$ cat config.mk
export PLATFORM = sky130hd
export DESIGN_NAME = single_wire_bus_master
export DESIGN_NICKNAME = d
export VERILOG_FILES = /design/src/rtl/swb_pkg.sv /design/src/rtl/swb_req_reg.sv /design/src/rtl/swb_engine.sv /design/src/rtl/swb_rsp_reg.sv /design/src/rtl/single_wire_bus_master.sv
export SDC_FILE = /design/constraint.sdc
export NUM_CORES = 1
export LEC_CHECK = 0
export ABC_AREA = 1
export BUFFER_PORTS_ARGS = -buffer_cell sky130_fd_sc_hd__buf_2
export CORE_MARGIN = 3
export CORE_UTILIZATION = 35
export CTS_CLUSTER_DIAMETER = 200
export DETAILED_ROUTE_END_ITERATION = 10
export GPL_TIMING_DRIVEN = 0
export HOLD_SLACK_MARGIN = 0.1
export PLACE_DENSITY_LB_ADDON = 0.05
export SYNTH_ARGS = -nofsm -noshare
export SYNTH_HDL_FRONTEND = slang
export SYNTH_HIERARCHICAL = 1
export SYNTH_SLANG_ARGS = --single-unit
$ cat constraint.sdc
create_clock -name clock -period 3.41 [get_ports clock]
set_input_delay 0.5115 -clock clock [delete_from_list [all_inputs] [get_ports clock]]
set_output_delay 0.5115 -clock clock [all_outputs]
set_load 0.02 [all_outputs]
$ cat src/rtl/swb_pkg.sv
// Shared types and timing constants for the single-wire bus master.
`default_nettype none
package swb_pkg;

   // Command codes carried in func
   localparam logic [2:0] FUNC_RESET      = 3'd0;
   localparam logic [2:0] FUNC_READ_BIT   = 3'd1;
   localparam logic [2:0] FUNC_WRITE_BIT  = 3'd2;
   localparam logic [2:0] FUNC_READ_BYTE  = 3'd3;
   localparam logic [2:0] FUNC_WRITE_BYTE = 3'd4;
   localparam logic [2:0] FUNC_START_STOP = 3'd5;

   // Line mode register codes
   localparam logic [1:0] MODE_ONE_WIRE = 2'd0;
   localparam logic [1:0] MODE_SINGLE   = 2'd1;
   localparam logic [1:0] MODE_SIO      = 2'd2;

   // Phase lengths in ticks
   localparam logic [9:0] LEN_OW_RST      = 10'd480;
   localparam logic [9:0] LEN_OW_RD_LOW   = 10'd6;
   localparam logic [9:0] LEN_OW_RD_REL   = 10'd61;
   localparam logic [9:0] LEN_OW_WR1_LOW  = 10'd6;
   localparam logic [9:0] LEN_OW_WR0_LOW  = 10'd60;
   localparam logic [9:0] LEN_OW_WR1_REL  = 10'd64;
   localparam logic [9:0] LEN_OW_WR0_REL  = 10'd10;
   localparam logic [9:0] LEN_SIO_RST     = 10'd480;
   localparam logic [9:0] LEN_SIO_RST_REL = 10'd10;
   localparam logic [9:0] LEN_SIO_LOW2    = 10'd2;
   localparam logic [9:0] LEN_SIO_REL2    = 10'd3;
   localparam logic [9:0] LEN_SIO_SS      = 10'd150;
   localparam logic [9:0] LEN_SIO_SHORT   = 10'd1;
   localparam logic [9:0] LEN_SIO_W0_LOW  = 10'd6;
   localparam logic [9:0] LEN_SIO_RD_REL  = 10'd10;
   localparam logic [9:0] LEN_SIO_W1_REL  = 10'd12;
   localparam logic [9:0] LEN_SIO_W0_REL  = 10'd7;
   localparam logic [9:0] LEN_ONE         = 10'd1;

   // Sample points inside release phases
   localparam logic [8:0] SAMPLE_OW_RST  = 9'd70;
   localparam logic [8:0] SAMPLE_OW_RD   = 9'd6;
   localparam logic [8:0] SAMPLE_SIO_RST = 9'd2;

   // Slot counts and byte boundary
   localparam logic [3:0] SLOTS_BYTE = 4'd9;
   localparam logic [3:0] SLOTS_BIT  = 4'd1;
   localparam logic [3:0] BITS_BYTE  = 4'd8;

   typedef enum logic [3:0] {
      PH_IDLE         = 4'd0,
      PH_OW_RST_LOW   = 4'd1,
      PH_OW_RST_REL   = 4'd2,
      PH_OW_RD_LOW    = 4'd3,
      PH_OW_RD_REL    = 4'd4,
      PH_OW_WR_LOW    = 4'd5,
      PH_OW_WR_REL    = 4'd6,
      PH_SIO_RST_LOW  = 4'd7,
      PH_SIO_RST_REL  = 4'd8,
      PH_SIO_RST_LOW2 = 4'd9,
      PH_SIO_RST_REL2 = 4'd10,
      PH_SIO_SS       = 4'd11,
      PH_SIO_BIT_LOW  = 4'd12,
      PH_SIO_BIT_REL  = 4'd13
   } phase_type;

   typedef struct packed {
      logic       start_req;
      logic [2:0] func;
      logic [7:0] data_in;
      logic       last_byte;
      logic       line_level;
   } req_type;

   typedef struct packed {
      logic       drive_low;
      logic       busy_res;
      logic       done_res;
      logic       flag;
      logic [7:0] data_out;
   } rsp_type;

endpackage
`default_nettype wire

$ cat src/rtl/swb_req_reg.sv
// Input register stage: holds one accepted tick item until the engine takes it.
`default_nettype none
module swb_req_reg
   import swb_pkg::*;
(
   input  wire logic    clock,
   input  wire logic    reset,
   input  wire logic    req_valid,
   input  wire req_type req_item,
   output logic         req_stall,
   input  wire logic    take,
   output logic         hold_valid,
   output req_type      hold_item
);

   logic    valid_ff;
   logic    valid_in;
   req_type item_ff;
   logic    load;

   // Stall only when full and the held item is not leaving
   assign req_stall = valid_ff & ~take;
   assign load      = req_valid & ~req_stall;

   always_comb begin
      valid_in = valid_ff;
      if (load) begin
         valid_in = 1'b1;
      end else if (take) begin
         valid_in = 1'b0;
      end
   end

   always_ff @(posedge clock) begin
      if (reset) begin
         valid_ff <= 1'b0;
      end else begin
         valid_ff <= valid_in;
      end
   end

   // Capture payload
   always_ff @(posedge clock) begin
      if (load) begin
         item_ff <= req_item;
      end
   end

   assign hold_valid = valid_ff;
   assign hold_item  = item_ff;

endmodule
`default_nettype wire

$ cat src/rtl/swb_engine.sv
// Bus waveform engine: phase state and per-tick result logic.
`default_nettype none
module swb_engine
   import swb_pkg::*;
(
   input  wire logic       clock,
   input  wire logic       reset,
   input  wire logic       fire,
   input  wire req_type    item,
   input  wire logic [1:0] line_mode,
   output rsp_type         result
);

   phase_type  phase_ff, phase_in;
   logic [8:0] tick_ff, tick_in;
   logic [7:0] shift_ff, shift_in;
   logic [3:0] bit_ff, bit_in;
   logic [2:0] cmd_ff, cmd_in;
   logic       samp_ff, samp_in;
   logic       nack_ff, nack_in;

   // Working values after a possible command start
   phase_type  cur_phase;
   logic [8:0] cur_tick;
   logic [7:0] cur_shift;
   logic [3:0] cur_bit;
   logic [2:0] cur_cmd;
   logic       cur_nack;
   logic       cur_samp;
   logic       no_work;
   logic       immediate;

   logic       slot_read;
   logic       slot_val;
   logic [9:0] len;
   logic [9:0] tick_next;
   logic       phase_end;
   logic [3:0] bit_next;
   logic [3:0] slots;
   logic       done;
   logic       drives;

   // Start a command when idle
   always_comb begin
      cur_phase = phase_ff;
      cur_tick  = tick_ff;
      cur_shift = shift_ff;
      cur_bit   = bit_ff;
      cur_cmd   = cmd_ff;
      cur_nack  = nack_ff;
      cur_samp  = samp_ff;
      no_work   = 1'b0;
      immediate = 1'b0;
      if (phase_ff == PH_IDLE) begin
         if (!item.start_req) begin
            no_work = 1'b1;
         end else begin
            cur_cmd   = item.func;
            cur_tick  = '0;
            cur_bit   = '0;
            cur_samp  = 1'b0;
            cur_shift = '0;
            if (line_mode == MODE_ONE_WIRE) begin
               case (item.func)
                  FUNC_RESET:     cur_phase = PH_OW_RST_LOW;
                  FUNC_READ_BIT:  cur_phase = PH_OW_RD_LOW;
                  FUNC_WRITE_BIT: begin
                     cur_phase = PH_OW_WR_LOW;
                     cur_shift = {7'd0, item.data_in[0]};
                  end
                  default:        cur_phase = PH_IDLE;
               endcase
            end else if (line_mode == MODE_SIO) begin
               case (item.func)
                  FUNC_RESET:      cur_phase = PH_SIO_RST_LOW;
                  FUNC_READ_BIT:   cur_phase = PH_SIO_BIT_LOW;
                  FUNC_WRITE_BIT:  begin
                     cur_phase = PH_SIO_BIT_LOW;
                     cur_shift = {7'd0, item.data_in[0]};
                  end
                  FUNC_READ_BYTE:  begin
                     cur_phase = PH_SIO_BIT_LOW;
                     cur_nack  = item.last_byte;
                  end
                  FUNC_WRITE_BYTE: begin
                     cur_phase = PH_SIO_BIT_LOW;
                     cur_shift = item.data_in;
                  end
                  FUNC_START_STOP: cur_phase = PH_SIO_SS;
                  default:         cur_phase = PH_IDLE;
               endcase
            end else begin
               cur_phase = PH_IDLE;
            end
            immediate = (cur_phase == PH_IDLE);
         end
      end
   end

   // Slot kind and slot bit for SIO bit slots
   always_comb begin
      slot_read = (cur_cmd == FUNC_READ_BIT) ||
                  (cur_cmd == FUNC_READ_BYTE && cur_bit < BITS_BYTE) ||
                  (cur_cmd == FUNC_WRITE_BYTE && cur_bit >= BITS_BYTE);
      case (cur_cmd)
         FUNC_WRITE_BIT:  slot_val = cur_shift[0];
         FUNC_READ_BYTE:  slot_val = cur_nack;
         FUNC_WRITE_BYTE: slot_val = (cur_bit < BITS_BYTE) ? cur_shift[~cur_bit[2:0]] : 1'b0;
         default:         slot_val = 1'b0;
      endcase
      slots = (cur_cmd == FUNC_READ_BYTE || cur_cmd == FUNC_WRITE_BYTE) ? SLOTS_BYTE
                                                                         : SLOTS_BIT;
   end

   // Sample the line at fixed points
   always_comb begin
      samp_in  = cur_samp;
      shift_in = cur_shift;
      if ((cur_phase == PH_OW_RST_REL && cur_tick == SAMPLE_OW_RST) ||
          (cur_phase == PH_OW_RD_REL && cur_tick == SAMPLE_OW_RD) ||
          (cur_phase == PH_SIO_RST_REL2 && cur_tick == SAMPLE_SIO_RST)) begin
         samp_in = item.line_level;
      end else if (cur_phase == PH_SIO_BIT_REL && cur_tick == '0 && slot_read) begin
         samp_in = item.line_level;
         if (cur_cmd == FUNC_READ_BYTE && cur_bit < BITS_BYTE) begin
            shift_in = {cur_shift[6:0], item.line_level};
         end
      end
   end

   // Length of the current phase
   always_comb begin
      case (cur_phase)
         PH_OW_RST_LOW:   len = LEN_OW_RST;
         PH_OW_RST_REL:   len = LEN_OW_RST;
         PH_OW_RD_LOW:    len = LEN_OW_RD_LOW;
         PH_OW_RD_REL:    len = LEN_OW_RD_REL;
         PH_OW_WR_LOW:    len = shift_in[0] ? LEN_OW_WR1_LOW : LEN_OW_WR0_LOW;
         PH_OW_WR_REL:    len = shift_in[0] ? LEN_OW_WR1_REL : LEN_OW_WR0_REL;
         PH_SIO_RST_LOW:  len = LEN_SIO_RST;
         PH_SIO_RST_REL:  len = LEN_SIO_RST_REL;
         PH_SIO_RST_LOW2: len = LEN_SIO_LOW2;
         PH_SIO_RST_REL2: len = LEN_SIO_REL2;
         PH_SIO_SS:       len = LEN_SIO_SS;
         PH_SIO_BIT_LOW:  len = (slot_read || slot_val) ? LEN_SIO_SHORT : LEN_SIO_W0_LOW;
         PH_SIO_BIT_REL:  len = slot_read ? LEN_SIO_RD_REL :
                                (slot_val ? LEN_SIO_W1_REL : LEN_SIO_W0_REL);
         default:         len = LEN_ONE;
      endcase
   end

   assign tick_next = {1'b0, cur_tick} + 10'd1;
   assign phase_end = (tick_next >= len);
   assign bit_next  = cur_bit + 4'd1;
   assign drives    = cur_phase inside {PH_OW_RST_LOW, PH_OW_RD_LOW, PH_OW_WR_LOW,
                                        PH_SIO_RST_LOW, PH_SIO_RST_LOW2, PH_SIO_BIT_LOW};

   // Advance tick, phase and slot
   always_comb begin
      phase_in = cur_phase;
      tick_in  = tick_next[8:0];
      bit_in   = cur_bit;
      done     = 1'b0;
      if (phase_end) begin
         tick_in = '0;
         case (cur_phase)
            PH_OW_RST_LOW:   phase_in = PH_OW_RST_REL;
            PH_OW_RD_LOW:    phase_in = PH_OW_RD_REL;
            PH_OW_WR_LOW:    phase_in = PH_OW_WR_REL;
            PH_SIO_RST_LOW:  phase_in = PH_SIO_RST_REL;
            PH_SIO_RST_REL:  phase_in = PH_SIO_RST_LOW2;
            PH_SIO_RST_LOW2: phase_in = PH_SIO_RST_REL2;
            PH_SIO_BIT_LOW:  phase_in = PH_SIO_BIT_REL;
            PH_SIO_BIT_REL:  begin
               bit_in = bit_next;
               if (bit_next < slots) begin
                  phase_in = PH_SIO_BIT_LOW;
               end else begin
                  phase_in = PH_IDLE;
                  done     = 1'b1;
               end
            end
            default: begin
               phase_in = PH_IDLE;
               done     = 1'b1;
            end
         endcase
      end
      cmd_in  = cur_cmd;
      nack_in = cur_nack;
   end

   // Build the tick result
   always_comb begin
      result = '0;
      if (no_work) begin
         result = '0;
      end else if (immediate) begin
         result.done_res = 1'b1;
         result.flag     = (cur_cmd == FUNC_READ_BYTE);
      end else begin
         result.drive_low = drives;
         result.busy_res  = ~done;
         result.done_res  = done;
         if (done) begin
            case (cur_cmd)
               FUNC_RESET, FUNC_READ_BIT: result.flag = samp_in;
               FUNC_READ_BYTE: begin
                  result.flag     = 1'b1;
                  result.data_out = shift_in;
               end
               FUNC_WRITE_BYTE: result.flag = ~samp_in;
               default:         result.flag = 1'b0;
            endcase
         end
      end
   end

   // Update state once per consumed tick
   always_ff @(posedge clock) begin
      if (reset) begin
         phase_ff <= PH_IDLE;
         tick_ff  <= '0;
         shift_ff <= '0;
         bit_ff   <= '0;
         cmd_ff   <= '0;
         samp_ff  <= 1'b0;
         nack_ff  <= 1'b0;
      end else if (fire && !no_work) begin
         if (immediate) begin
            phase_ff <= PH_IDLE;
            tick_ff  <= cur_tick;
            shift_ff <= cur_shift;
            bit_ff   <= cur_bit;
            cmd_ff   <= cur_cmd;
            samp_ff  <= cur_samp;
            nack_ff  <= cur_nack;
         end else begin
            phase_ff <= phase_in;
            tick_ff  <= tick_in;
            shift_ff <= shift_in;
            bit_ff   <= bit_in;
            cmd_ff   <= cmd_in;
            samp_ff  <= samp_in;
            nack_ff  <= nack_in;
         end
      end
   end

endmodule
`default_nettype wire

$ cat src/rtl/swb_rsp_reg.sv
// Result register stage: holds one result item until the consumer takes it.
`default_nettype none
module swb_rsp_reg
   import swb_pkg::*;
(
   input  wire logic    clock,
   input  wire logic    reset,
   input  wire logic    load,
   input  wire rsp_type load_item,
   output logic         space,
   output logic         rsp_valid,
   output rsp_type      rsp_item,
   input  wire logic    rsp_stall
);

   logic    valid_ff;
   logic    valid_in;
   rsp_type item_ff;

   // Room when empty or the held item leaves this edge
   assign space = ~valid_ff | ~rsp_stall;

   always_comb begin
      valid_in = valid_ff;
      if (load) begin
         valid_in = 1'b1;
      end else if (!rsp_stall) begin
         valid_in = 1'b0;
      end
   end

   always_ff @(posedge clock) begin
      if (reset) begin
         valid_ff <= 1'b0;
      end else begin
         valid_ff <= valid_in;
      end
   end

   // Capture result payload
   always_ff @(posedge clock) begin
      if (load) begin
         item_ff <= load_item;
      end
   end

   assign rsp_valid = valid_ff;
   assign rsp_item  = item_ff;

endmodule
`default_nettype wire

$ cat src/rtl/single_wire_bus_master.sv
// A tick item held in the input stage moves through the engine into the result stage when that stage has room.
// Throughput: one tick item per cycle while the result side does not stall.
// Each accepted tick item yields exactly one result item.
// Reset (synchronous, active high) empties both stages, returns the engine to idle
// and sets the line mode to one-wire timing.
`default_nettype none
module single_wire_bus_master
   import swb_pkg::*;
(
   input  wire logic       clock,
   input  wire logic       reset,
   input  wire logic       req_valid,
   input  wire req_type    req_item,
   output logic            req_stall,
   output logic            rsp_valid,
   output rsp_type         rsp_item,
   input  wire logic       rsp_stall,
   input  wire logic       csr_valid,
   output logic            csr_ready,
   input  wire logic [1:0] csr_wdata
);

   logic       hold_valid;
   req_type    hold_item;
   logic       space;
   logic       take;
   rsp_type    result;
   logic [1:0] mode_ff;
   logic [1:0] mode_in;

   // Line mode register
   assign csr_ready = 1'b1;
   assign mode_in   = (csr_valid && csr_ready) ? csr_wdata : mode_ff;

   always_ff @(posedge clock) begin
      if (reset) begin
         mode_ff <= MODE_ONE_WIRE;
      end else begin
         mode_ff <= mode_in;
      end
   end

   // Move an item from the input stage to the result stage
   assign take = hold_valid & space;

   swb_req_reg u_req (
      .clock      (clock),
      .reset      (reset),
      .req_valid  (req_valid),
      .req_item   (req_item),
      .req_stall  (req_stall),
      .take       (take),
      .hold_valid (hold_valid),
      .hold_item  (hold_item)
   );

   swb_engine u_engine (
      .clock     (clock),
      .reset     (reset),
      .fire      (take),
      .item      (hold_item),
      .line_mode (mode_ff),
      .result    (result)
   );

   swb_rsp_reg u_rsp (
      .clock     (clock),
      .reset     (reset),
      .load      (take),
      .load_item (result),
      .space     (space),
      .rsp_valid (rsp_valid),
      .rsp_item  (rsp_item),
      .rsp_stall (rsp_stall)
   );

endmodule
`default_nettype wire

==> impl_metrics.yaml <==
route:
  vias_per_cell: 4.96
  routedWlPerCell_um: 14.7
  drt_iter0_drc: 225
  firstDrtPassIters: 5
  final_antenna_net_count: 0
  drc: 0
  totalWireLength_um: 11300
  vias: 3838
placed_design:
  io_buffers: 34
  hpwl_um: 7910
  place.gp.congestion: 0.878
  preCtsSetupSlack_ns: -0.792
  placed_cell_area_um2: 4230
  placedCellCount: 712
sta:
  setup_violations: 28
  timing.final.ws_setup_ns: -0.458
  min_period_ns: 3.87
  relSlewSlack_pct: 30.4
  tightest_slew_ns: 1.04
  rsz0062_at_grt: "yes"
  finalHoldViolations: 0
  skew_ns: 0.0102
  drv_slew: 0
  timing.fmax_mhz: 259
  fin_crit_sh_pct: 113
finish:
  layout.nets: 668
  fill_cells: 1028
  final_cells: 774
  n_antenna_cell: 0
  drive_gt1_share_pct: 36.8
  final_cell_area_um2: 5370
  area_growth_pct: 38.6
synthesis:
  syn_inst: 542
  synth_area_leaders: "edfxtp_1 (20%), dfxtp_1 (18%), nand2_1 (14%), inv_1 (6.5%), a21oi_1 (5.6%)"
  synth_edf_count: 26
  ys.flop_type: "dfxtp_1"
  synth_warnings: 6
  ys_ff_latch: 60
  avgSynthCellArea_um2: 7.15
  ys_types: 43
  synth_seq_area_share_pct: 37.7
  synthesis.nets: 577
  synth_area_um2: 3880
  synth_top_area_cell: "edfxtp_1"
  synthArstFlopShare_pct: 0
  yosysTopAreaCellShare_pct: 20.1
  synth_most_common_cell: "nand2_1"
  synth_common_cells: "nand2_1 (141), inv_1 (67), nor2_1 (47)"
cts:
  cts_root_buf: "clkbuf_8"
  clkTransAtPathRegs_ns: 0.07
  clock_sinks: 60
  clock_path_buffers: 2
  clock_insertion_delay_worst_skew_ns: 0.35
  cts_tree: "done"
  cts-hold-fix-buffers: 0
  htreeDepth: 3
  cts_buffers: 9
power:
  powerDensity_nw_per_um2: 421
  totalPowerFinal_uw: 2260
  peakVddDrop_v: 0.000267
  p_leak_uw: 0.00248
floorplan:
  initial_core_util_pct: 36.7
  die_area_um2: 12400
  fp.dieH_um: 111
  io_pins: 36
  row_count: 37
  fp.coreArea_um2: 10600
  die_x_um: 111
grt:
  grt_max_degree: 17
  grt_pass1_wl_um: 17500
  grt_pass1_vias: 3466
  overflow: 0
  antenna_found_initial: 0
  grt_use_total_pct: 17.5
critical_path:
  critPathRequiredTime_ns: 3.50
  crit_type: "flop to flop"
  crit_path_max_fanout: 10
  cp-end-kind: "flop"
  cp.arrival_ns: 3.95
  critPathLaunchType: "flop"
run_status:
  status: "finished, violations left"
  violations: "setup timing"
flow_run:
  cap_violations: 0
min_path:
  min_path_type: "input port to flop"
[layout make-up]
type | count | area (um^2) | area share, %
buffer | 11 | 83.8 | 1.56
tap | 136 | 170 | 3.17
clock buffer | 10 | 128 | 2.37
timing repair inverter | 1 | 16.3 | 0.303
timing repair buffer | 79 | 559 | 10.4
sequential | 60 | 1470 | 27.3
multi-input combinational | 395 | 2590 | 48.1
inverter | 76 | 308 | 5.73
clock inverter | 6 | 56.3 | 1.05
[cells in the final DEF, fill, tap and decap left out, types with 3 or more instances in the layout]
cell type,n
clkbuf_1,7
a21oi_2,16
nor2_4,18
inv_2,13
ha_1,10
ha_4,3
o21ai_0,25
nor2_2,11
nand4_1,9
buf_2,34
nor3_2,3
buf_12,3
inv_1,58
nand2_1,106
dfxtp_1,32
buf_4,37
nand3_1,26
nand3_4,3
nand3_2,8
a21oi_1,29
nand2_2,25
nor2_1,31
clkbuf_8,9
o211ai_1,6
o21ai_1,9
xor2_1,3
edfxtp_1,26
clkinv_1,4
nand2_4,19
buf_6,10
nor3_1,7
[sequential cells by signal, summed over array words and instances (netlist names)]
signal             cells
mode_ff                2
u_engine/bit_ff        4
u_engine/cmd_ff        3
u_engine/nack_ff       1
u_engine/phase_ff      4
u_engine/samp_ff       1
u_engine/shift_ff      8
u_engine/tick_ff       9
u_req/hold_item       14
u_req/hold_valid       1
u_rsp/rsp_item        12
u_rsp/rsp_valid        1
[critical path, stage by stage, from the launching register on]
cell	delay, ns
dfxtp_4	0.35
nor2_4	0.17
nand3_2	0.13
buf_6	0.18
nand2_2	0.13
ha_2	0.22
nand2_2	0.06
nor3_4	0.18
nand3_4	0.12
buf_6	0.14
a21oi_4	0.17
inv_4	0.07
nand2_4	0.06
o21ai_4	0.08
nor2_4	0.14
ha_4	0.22
nand2_2	0.06
inv_2	0.03
nor3_2	0.14
o21ai_1	0.10
nand3_1	0.07
nand2_1	0.06
nand2_2	0.07
nand3_4	0.11
nand4_1	0.18
nand3b_4	0.28
nor2_2	0.05
[routing by layer]
layer  GRT usage (%)  wire length, um
met5               0                0
met3            4.26              478
met4            4.14               92
met2            29.0             5730
met1            23.1             5040
[cells by family (layout without fill, tap and decap cells)]
| family | count (synthesis) | in the layout | share of synthesized area [%] |
|---|---|---|---|
| other | 1 | 1 | 0.0967 |
| AO/OA/AOI/OAI | 98 | 98 | 14.2 |
| flip-flops | 60 | 60 | 37.7 |
| adder cells (fa/ha/maj) | 14 | 14 | 4.52 |
| buffers and inverters | 87 | 183 | 9.13 |
| multiplexers | 2 | 2 | 0.516 |
| XOR/XNOR | 5 | 5 | 1.13 |
| AND/OR/NAND/NOR | 275 | 275 | 32.7 |
[power breakdown]
group / total [uW] / switching (uW) / leakage [uW] / internal (uW)
Clock: 625 / 295 / 0.0000850 / 330
Combinational: 812 / 486 / 0.00187 / 326
Sequential: 825 / 25.8 / 0.000527 / 800
Total: 2260 / 807 / 0.00248 / 1460
[per-stage QoR]
step	utilization [%]	hold WS [ns]	setup TNS (ns)
after floorplan	-	0.445	0
after global placement	40.1	0.454	-18.91
after detailed placement	40.1	0.457	-19.36
after CTS	45.0	0.321	-11.96
after global routing	50.9	0.312	-17.43
final	50.9	0.335	-10.42
[final timing paths]
check / slack [ns] / start / endpoint / cells after the start
worst max register to register: -0.46 / u_engine/phase_ff[1] / u_rsp/rsp_item[6] / 26
worst min register to register: 0.46 / u_engine/samp_ff / u_engine/samp_ff / 2
worst min-delay path: 0.33 / req_item[1] / u_req/hold_item[1] / 1
worst max-delay path: -0.46 / u_engine/phase_ff[1] / u_rsp/rsp_item[6] / 26
[what timing repair did]
item / CTS / global route
setup buffers: 22 / 23
pin swaps: 33 / 57
endpoints found under the setup margin: 28 / 28
resized for setup: 41 / 121
cloned: 1 / 0
(Power assumes the default switching activity.)
